[config.mk]
export PLATFORM = sky130hd
export DESIGN_NAME = histogram_mode_finder_core
export DESIGN_NICKNAME = d
export VERILOG_FILES = /design/src/hw/rtl/hmf_pkg.sv /design/src/hw/rtl/histogram_mode_finder_core.sv
export SDC_FILE = /design/constraint.sdc
export NUM_CORES = 2
export LEC_CHECK = 0
export BUFFER_PORTS_ARGS = -buffer_cell sky130_fd_sc_hd__buf_2
export CAP_MARGIN = 5
export CORE_UTILIZATION = 55
export DETAILED_ROUTE_END_ITERATION = 16
export PLACE_DENSITY = 0.8
export SETUP_SLACK_MARGIN = 0.2
export SYNTH_ARGS = -nofsm -noshare
export SYNTH_HDL_FRONTEND = slang
export SYNTH_SLANG_ARGS = --single-unit
export TNS_END_PERCENT = 100
[constraint.sdc]
create_clock -name clk -period 28 [get_ports clk]
set_input_delay 7 -clock clk [delete_from_list [all_inputs] [get_ports clk]]
set_output_delay 7 -clock clk [all_outputs]
set_load 0.03 [all_outputs]
[src/hw/rtl/hmf_pkg.sv]
// hmf_pkg: shared constants for the histogram mode finder.
// No dependencies; imported by histogram_mode_finder_core.
`timescale 1ns / 1ps
`default_nettype none

package hmf_pkg;

	// Default sizing
	localparam int NUM_BINS_DEF   = 256;
	localparam int COUNT_BITS_DEF = 16;

	// Fixed field widths on the ports
	localparam int VALUE_BITS     = 8;
	localparam int OUT_COUNT_BITS = 16;
	localparam int IN_DATA_BITS   = 8;
	localparam int OUT_DATA_BITS  = 24;

	// Bins reachable by an 8-bit value
	localparam int VALUE_SPAN     = 1 << VALUE_BITS;

endpackage : hmf_pkg

`default_nettype wire

[src/hw/rtl/histogram_mode_finder_core.sv]
// histogram_mode_finder_core: mode of a frame of small values via a counting histogram.
// Depends on hmf_pkg (field widths, parameter defaults).
// Histogram lives in one synchronous RAM; per-bin valid bits give the per-frame clear.
`timescale 1ns / 1ps
`default_nettype none

//  channel | dir | handshake          | payload
//  --------+-----+--------------------+-------------------------------------------
//  s_*     | in  | s_tvalid/s_tready  | s_tdata[7:0] value, s_tlast ends the frame
//  m_*     | out | m_tvalid/m_tready  | m_tdata[7:0] mode_value, [23:8] mode_count
//
// One beat per cycle sustained unless a frame-closing beat stalls. A beat reads its bin
// at acceptance; stage 1 bumps, writes back and folds the count into the running best.
// Back-to-back beats to the same bin are forwarded from the write side.
// Only a frame-closing beat can stall: it waits while the output register is full
// and m_tready is low; other beats flow freely. Reset clears the bin valid bits,
// best registers and handshake state at once; no clearing pass is needed.
// Frame end clears all bin valid bits in the same cycle the result is loaded.

module histogram_mode_finder_core
	import hmf_pkg::*;
#(
	parameter int NUM_BINS   = NUM_BINS_DEF,
	parameter int COUNT_BITS = COUNT_BITS_DEF
) (
	input  wire logic                     clk,
	input  wire logic                     arst_n,
	input  wire logic                     s_tvalid,
	output logic                          s_tready,
	input  wire logic [IN_DATA_BITS-1:0]  s_tdata,   // [7:0] value
	input  wire logic                     s_tlast,
	output logic                          m_tvalid,
	input  wire logic                     m_tready,
	output logic      [OUT_DATA_BITS-1:0] m_tdata    // [7:0] mode_value, [23:8] mode_count
);

	// Only values below 2^VALUE_BITS can ever hit a bin
	localparam int DEPTH = (NUM_BINS < VALUE_SPAN) ? NUM_BINS : VALUE_SPAN;
	localparam int IDX_W = $clog2(DEPTH);

	typedef logic [COUNT_BITS-1:0] cnt_t;
	typedef logic [IDX_W-1:0]      idx_t;

	// Histogram RAM and per-bin valid bits
	cnt_t             hist_mem [DEPTH];
	logic [DEPTH-1:0] bin_vld_q;

	// Stage 1 (bin data returned from RAM)
	logic                  valid_s1;
	logic                  last_s1;
	logic                  inr_s1;
	logic [VALUE_BITS-1:0] value_s1;
	idx_t                  idx_s1;
	cnt_t                  rd_s1;
	logic                  fwd_s1;
	cnt_t                  fwd_cnt_s1;

	// Running best
	cnt_t                  best_cnt_q;
	logic [VALUE_BITS-1:0] best_val_q;

	// Output register
	logic                      out_vld_q;
	logic [VALUE_BITS-1:0]     out_val_q;
	logic [OUT_COUNT_BITS-1:0] out_cnt_q;

	logic                      in_fire;
	logic                      in_range;
	idx_t                      in_idx;
	logic                      adv_s1;
	logic                      wr_en;
	logic                      frame_done;
	cnt_t                      old_cnt;
	cnt_t                      new_cnt;
	cnt_t                      best_cnt_n;
	logic [VALUE_BITS-1:0]     best_val_n;
	logic [OUT_COUNT_BITS-1:0] res_cnt;

	// Handshake: only a closing beat waits on the output register
	assign adv_s1     = !(last_s1 && out_vld_q && !m_tready);
	assign s_tready   = !valid_s1 || adv_s1;
	assign in_fire    = s_tvalid && s_tready;
	assign in_range   = (32'(s_tdata) < NUM_BINS);
	assign in_idx     = idx_t'(s_tdata);
	assign wr_en      = valid_s1 && adv_s1 && inr_s1;
	assign frame_done = valid_s1 && adv_s1 && last_s1;

	// Bin update and best tracking
	always_comb begin
		if (fwd_s1) begin
			old_cnt = fwd_cnt_s1;
		end else if (bin_vld_q[idx_s1]) begin
			old_cnt = rd_s1;
		end else begin
			old_cnt = '0;
		end
		new_cnt = (old_cnt == '1) ? old_cnt : old_cnt + cnt_t'(1);

		best_cnt_n = best_cnt_q;
		best_val_n = best_val_q;
		if (inr_s1) begin
			if (new_cnt > best_cnt_q) begin
				best_cnt_n = new_cnt;
				best_val_n = value_s1;
			end else if (new_cnt == best_cnt_q && value_s1 < best_val_q) begin
				best_val_n = value_s1;
			end
		end

		// Clamp wide counts to the output field
		if (COUNT_BITS > OUT_COUNT_BITS && (best_cnt_n >> OUT_COUNT_BITS) != '0) begin
			res_cnt = '1;
		end else begin
			res_cnt = OUT_COUNT_BITS'(best_cnt_n);
		end
	end

	// RAM: one write, one registered read per cycle (read-before-write)
	always_ff @(posedge clk) begin
		if (wr_en) begin
			hist_mem[idx_s1] <= new_cnt;
		end
		if (in_fire) begin
			rd_s1 <= hist_mem[in_idx];
		end
	end

	// Stage 1 payload
	always_ff @(posedge clk) begin
		if (in_fire) begin
			value_s1   <= s_tdata;
			idx_s1     <= in_idx;
			inr_s1     <= in_range;
			last_s1    <= s_tlast;
			// Same bin written this edge: RAM read is stale, take the new count
			fwd_s1     <= wr_en && !last_s1 && (idx_s1 == in_idx);
			fwd_cnt_s1 <= new_cnt;
		end
	end

	// Control state
	always_ff @(posedge clk or negedge arst_n) begin
		if (!arst_n) begin
			valid_s1   <= 1'b0;
			bin_vld_q  <= '0;
			best_cnt_q <= '0;
			best_val_q <= '0;
			out_vld_q  <= 1'b0;
		end else begin
			if (in_fire) begin
				valid_s1 <= 1'b1;
			end else if (adv_s1) begin
				valid_s1 <= 1'b0;
			end

			if (frame_done) begin
				bin_vld_q <= '0;
			end else if (wr_en) begin
				bin_vld_q[idx_s1] <= 1'b1;
			end

			if (frame_done) begin
				best_cnt_q <= '0;
				best_val_q <= '0;
			end else if (valid_s1 && adv_s1) begin
				best_cnt_q <= best_cnt_n;
				best_val_q <= best_val_n;
			end

			if (frame_done) begin
				out_vld_q <= 1'b1;
			end else if (m_tready) begin
				out_vld_q <= 1'b0;
			end
		end
	end

	// Result payload
	always_ff @(posedge clk) begin
		if (frame_done) begin
			out_val_q <= best_val_n;
			out_cnt_q <= res_cnt;
		end
	end

	assign m_tvalid = out_vld_q;
	assign m_tdata  = {out_cnt_q, out_val_q};

endmodule : histogram_mode_finder_core

`default_nettype wire

### Word level (Yosys, flattened, before mapping)

Memories as Yosys holds them, arrays and structs flattened. A register that Yosys moved wholly into a read port is not among the register bits.
Index checks and enable logic that the tools add are counted.

* bits in registers: 332
* bits in latches: 0
* RAM bits: 4096
* bits in read-only memories: 0
* input port bits: 13
* output and inout port bits: 26
* logic and storage cells: 60
* memories kept: 1

* add/sub/neg operators: 1
* $mul: 0
* divide/modulo/power cells: 0
* magnitude comparators: 4
* equality and inequality tests: 4
* shift-type cells: 0
* muxes and demuxes: 22
* bitwise logic cells: 1
* reductions and logical operators: 16

Memories
* hist_mem: words 256, bits a word 16, read ports 1, clocked after memory_dff 1, write ports 1, RTL line histogram_mode_finder_core.sv:45 `cnt_t hist_mem [DEPTH];`

Operators with widths (count)
* $mux W256: 2
* $or A256 B256 Y256: 1
* $mux W16: 6
* $mux W8: 4
* $add A16 B1 Y16 const B: 1
* $eq A16 B16 Y1: 1
* $eq A16 B16 Y1 const B: 1
* $gt A16 B16 Y1: 1
* $logic_and A1 B1 Y1: 9
* $lt A8 B9 Y1 const B: 1
* $bmux W1 S8: 1
* $demux W1 S8: 1
* $eq A8 B8 Y1: 1
* $ge A8 B1 Y1 const B: 1
* $lt A8 B8 Y1: 1
* $mux W1: 8
* $logic_not A1 Y1: 4
* $reduce_bool A2 Y1: 2
* $ne A2 B2 Y1 const B: 1
* $logic_or A1 B1 Y1: 1

### Longest topological paths before layout

* depth after elaboration: 12
* gate-level depth with buffers: 39

### Worst setup path after synthesis

No wires, ideal clock.

* path kind: register to register
* start point: register idx_s1[1]
* end point: register best_val_q[0]
* library setup time: 121 ps
* data arrival time: 14956 ps
* required time: 27879 ps
* path slack: 12923 ps
* stages on the path, launching flop included: 37
* period minus slack after synthesis: 15077 ps
* path through: edfxtp_1 > buf_6 > buf_8 > buf_8 > buf_8 > mux2i_1 > a22oi_1 > nand2_1 > o31ai_1 > o21bai_1 > a311oi_4 > or2_0 > clkbuf_1 > buf_2 > a22oi_1 > inv_1 > ha_1 > nand2_1 > or4_1 > nor2_1 > inv_1 > a2111oi_2 > buf_6 > nor3_1 > o221ai_1 > ha_1 > a21o_1 > a21o_1 > a21oi_1 > nor2_1 > a211oi_1 > o31ai_1 > and2_1 > clkbuf_1 > a21oi_1 > mux2_2 > a22o_1

* word-level cells in the longest chain between the ends: 12
* elaborated cells between the ends (all ways): 15
* classes of those cells: 1 x add/sub; 2 x order compare; 2 x eq/ne; 9 x mux; 1 x reduce/logical

Ends and longest elaborated chain
* from (decl): RTL line histogram_mode_finder_core.sv:53 `idx_t idx_s1;`
* from (signal assigned): RTL line histogram_mode_finder_core.sv:132 `idx_s1 <= in_idx;`
* $bmux W1 S8 (*): RTL line histogram_mode_finder_core.sv:92 `end else if (bin_vld_q[idx_s1]) begin`
* $mux W1 (not written as such) (*): RTL line histogram_mode_finder_core.sv:92
* $mux W16 (*): RTL line histogram_mode_finder_core.sv:92
* $mux W16 (*): RTL line histogram_mode_finder_core.sv:90 `if (fwd_s1) begin`
* $add A16 B1 Y16 or $eq A16 B16 Y1 (tied branches): RTL line histogram_mode_finder_core.sv:97 `new_cnt = (old_cnt == '1) ? old_cnt : old_cnt + cnt_t'(1);`
* $mux W16 (*): RTL line histogram_mode_finder_core.sv:97
* via new_cnt[9]: RTL line histogram_mode_finder_core.sv:74 `cnt_t new_cnt;`
* parallel branches: the longest is 3 deep, another holds $gt A16 B16 Y1
* $mux W8 (*): RTL line histogram_mode_finder_core.sv:102 `if (new_cnt > best_cnt_q) begin`
* via best_val_n[0]: RTL line histogram_mode_finder_core.sv:76 `logic [VALUE_BITS-1:0] best_val_n;`
* $mux W8 (*): RTL line histogram_mode_finder_core.sv:165 `end else if (valid_s1 && adv_s1) begin`
* $mux W8 (*): RTL line histogram_mode_finder_core.sv:162 `if (frame_done) begin`
* to (signal assigned): RTL line histogram_mode_finder_core.sv:167 `best_val_q <= best_val_n;`
* to (decl): RTL line histogram_mode_finder_core.sv:60 `logic [VALUE_BITS-1:0] best_val_q;`

Mark *: on every way through the listed nets, which the timed path passes. The select of a mux whose other input is x is not followed.
A chain may end at the register's enable or synchronous reset.

### Worst setup path after layout

* start point: input port m_tready
* end point: output port s_tready

* word-level cells in the longest chain between the ends: 4

Ends and longest elaborated chain
* from (decl): RTL line histogram_mode_finder_core.sv:33 `input wire logic m_tready,`
* $logic_not A1 Y1: RTL line histogram_mode_finder_core.sv:80 `assign adv_s1 = !(last_s1 && out_vld_q && !m_tready);`
* $logic_and A1 B1 Y1: RTL line histogram_mode_finder_core.sv:80
* $logic_not A1 Y1: RTL line histogram_mode_finder_core.sv:80
* $logic_or A1 B1 Y1: RTL line histogram_mode_finder_core.sv:81 `assign s_tready = !valid_s1 || adv_s1;`
* to (decl): RTL line histogram_mode_finder_core.sv:29 `output logic s_tready,`

No other way between the ends.

==> impl_metrics.tcl <==
set metrics [dict create \
    status "finished clean" \
    min_period_ps 14540 \
    nets 8001 \
    maxSlewViolCount 0 \
    drtIter0Drc 15203 \
    cts_root_buf "clkbuf_16" \
    synthToLayoutAreaGrowth_pct 11.9 \
    drtPass1Iterations 10 \
    initial_core_util 0.554 \
    p_clk_frac 0.399 \
    gp_congestion 0.888 \
    hold_path_startpoint "bin_vld_q[34]" \
    grt_max_degree 259 \
    dp_cells 11670 \
    grt_pass1_wl_mm 673 \
    cts_made_buffers 411 \
    finalCritPeriodShare 0.519 \
    cap_violations 0 \
    cts_sinks 4444 \
    crit_path_top_delay_cell "buf_2" \
    dp_hpwl_mm 250 \
    worstSetupStartpoint "m_tready" \
    ant_nets 0 \
    hold_path_class "register to register" \
    die_y_um 561 \
    yosys.area.top_type_share 0.728 \
    tritoncts "done" \
    stdcell_count 12443 \
    clk_pin_slew_ps 60 \
    fp.coreArea_um2 310000 \
    first_global_vias 89522 \
    synth_edf_count 4162 \
    vias 87828 \
    end_kind "output port" \
    worstSetupStartpointType "input pin" \
    post_dp_cell_area_um2 179000 \
    tns_ps 0 \
    r2r_cells 27 \
    p_sw_w 0.00325 \
    syn_inst 7550 \
    synth.largest_area_cell "edfxtp_1" \
    synth_area_leaders "edfxtp_1 73%, mux4_2 18%, dfrtp_1 4.1%" \
    arrival_ps 7540 \
    synthTopCellsByCount "4162 x edfxtp_1, 1386 x mux4_2, 792 x nor2_1" \
    finClkSkew_ps 77.5 \
    grt_setup_unrepaired "false" \
    async_reset_ff_frac 0.0635 \
    synth-main-ff-cell "edfxtp_1" \
    cts.path.max_buffers 4 \
    wl_per_cell_um 38.7 \
    setup_violations 0 \
    r2r_start "idx_s1[3]" \
    ys_types 66 \
    drc 0 \
    die_w_um 561 \
    num_io_pins 39 \
    ctsHoldBuffers 0 \
    syn_area_per_cell_um2 22.7 \
    critPathKind "input pin to output port" \
    cts_resized 0 \
    power_frac_comb 0.073 \
    required_ps 21000 \
    cpPeakStageDelay_ps 220 \
    clk_latency_ps 950 \
    cp_common_cell "buf_2" \
    power_frac_seq 0.528 \
    h-tree-depth 5 \
    portBuffers 38 \
    slew_headroom 0.0755 \
    crit_chain "buf_2 -> nand4b_1 -> buf_2" \
    overflow 0 \
    hold_viol 0 \
    total_leakage_power_nw 62.1 \
    internal_power_w 0.0110 \
    min_to "bin_vld_q[34]" \
    synth_nets 7587 \
    worstMarginPinSlew_ps 1390 \
    via_per_inst 7.06 \
    cts_setup_buffers 0 \
    fp.dieArea_um2 314000 \
    ir_drop_v 0.0000508 \
    p_sw_frac 0.228 \
    syn_area_um2 172000 \
    power_density_nw_per_um2 74.1 \
    rows 204 \
    power.total_w 0.0142 \
    layout-drive-gt1-share 0.303 \
    ys_seq_area_frac 0.769 \
    yosys.cell_count.top_type "edfxtp_1" \
    yosysWarningCount 0 \
    final_area_um2 192000 \
    r2r-end "out_val_q[6]" \
    grt_usage 0.307 \
    ff2ff_setup_slack_ps 14710 \
    fmax_mhz 68.8 \
    ys_seq_elements 4444 \
    antenna_found_initial 38 \
    min_path_cells 2 \
    drt_wl_total_mm 482 \
    cp_max_fo 3 \
]
## power groups by stage
stage,clock network [W],registers (W),logic (W)
after CTS,0.00569,0.00752,0.00101
after detailed placement,0,0.00766,0.000982
final,0.00568,0.00753,0.00104
after floorplan,0,0.00775,0.000553
after global placement,0,0.00766,0.000935
after global routing,0.00591,0.00752,0.00105
## metrics by stage
stage	util	setup WS [ps]	hold slack, ps
floorplan	-	12920	450
global placement	0.577	13400	473
detailed placement	0.577	13470	483
CTS	0.620	13460	501
global route	0.620	13410	508
finish	0.621	13460	499
## routing by layer
metal | vias up | part of all wire | GRT usage
met5 | - | 0.00049 | 0
li1 | 32407 | - | -
met4 | 32 | 0.078 | 0.196
met1 | 45304 | 0.31 | 0.377
met2 | 8140 | 0.48 | 0.483
met3 | 1945 | 0.14 | 0.0870
## how the worst max path moves through the flow
stage               endpoint  slack (ps)  cells after the start
2_1_floorplan  best_val_q[0]       12920                     36
6_report            s_tready       13460                      3
3_5_place_dp        s_tready       13470                      3
4_1_cts             s_tready       13460                      3
3_3_place_gp        s_tready       13400                      3
5_1_grt             s_tready       13410                      3
## cell usage in the layout, fill, tap and decap left out, drive strengths merged, types with 4 or more instances in the layout
cell      count
diode        19
clkinvlp     14
or3           4
a22o         19
ha           24
bufinv       43
mux4       1386
nor3          7
and2          9
a21oi        31
nor2        793
clkbuf      535
buf         412
or4           4
clkinv      147
edfxtp     4162
inv          51
nand2        64
nor2b        16
nand2b        7
nand4         8
a22oi        36
nand3        30
a211oi        5
a21o         17
dfrtp       282
mux2i        88
a2111oi       4
xnor2        11
o22ai         6
o21ai        16
o31ai         5
mux2         25
## flip-flops by register name, summed over array words and instances (netlist names)
name        count
fwd_cnt_s1     16
best_cnt_q     16
idx_s1          8
bin_vld_q     256
hist_mem     4096
last_s1         1
out_val_q       8
m_tvalid        1
best_val_q      8
out_cnt_q      16
valid_s1        1
fwd_s1          1
rd_s1          16
## cell families (layout without fill, tap and decap cells)
| family | after synthesis | count (layout) | synth area share |
|---|---|---|---|
| DFF | 4444 | 4444 | 0.769 |
| muxes | 1499 | 1499 | 0.189 |
| and+or+nand+nor | 956 | 956 | 0.0223 |
| buffers and inverters | 448 | 1202 | 0.0104 |
| AOI/OAI and AO/OA | 165 | 165 | 0.00714 |
| adders and majority gates | 24 | 24 | 0.00175 |
| xor gates and xnor gates | 14 | 14 | 0.000714 |
| other | 0 | 19 | 0 |
## critical path, delay by kind of cell
| kind | cells | cell delay, ps |
|---|---|---|
| and+or+nand+nor | 1 | 210 |
| buffers and inverters | 2 | 330 |
## area by class of cell
type                    instances  area [um2]
repair buffers                412        3130
diodes                         19        47.5
well taps                    4120        5150
clock inverters               218        2290
multi-input cells            2658       38200
flip-flops and latches       4444      132000
fillers                     18861      117000
inverters                      37         176
clock buffers                 535       11100
(Power assumes the default switching activity.)
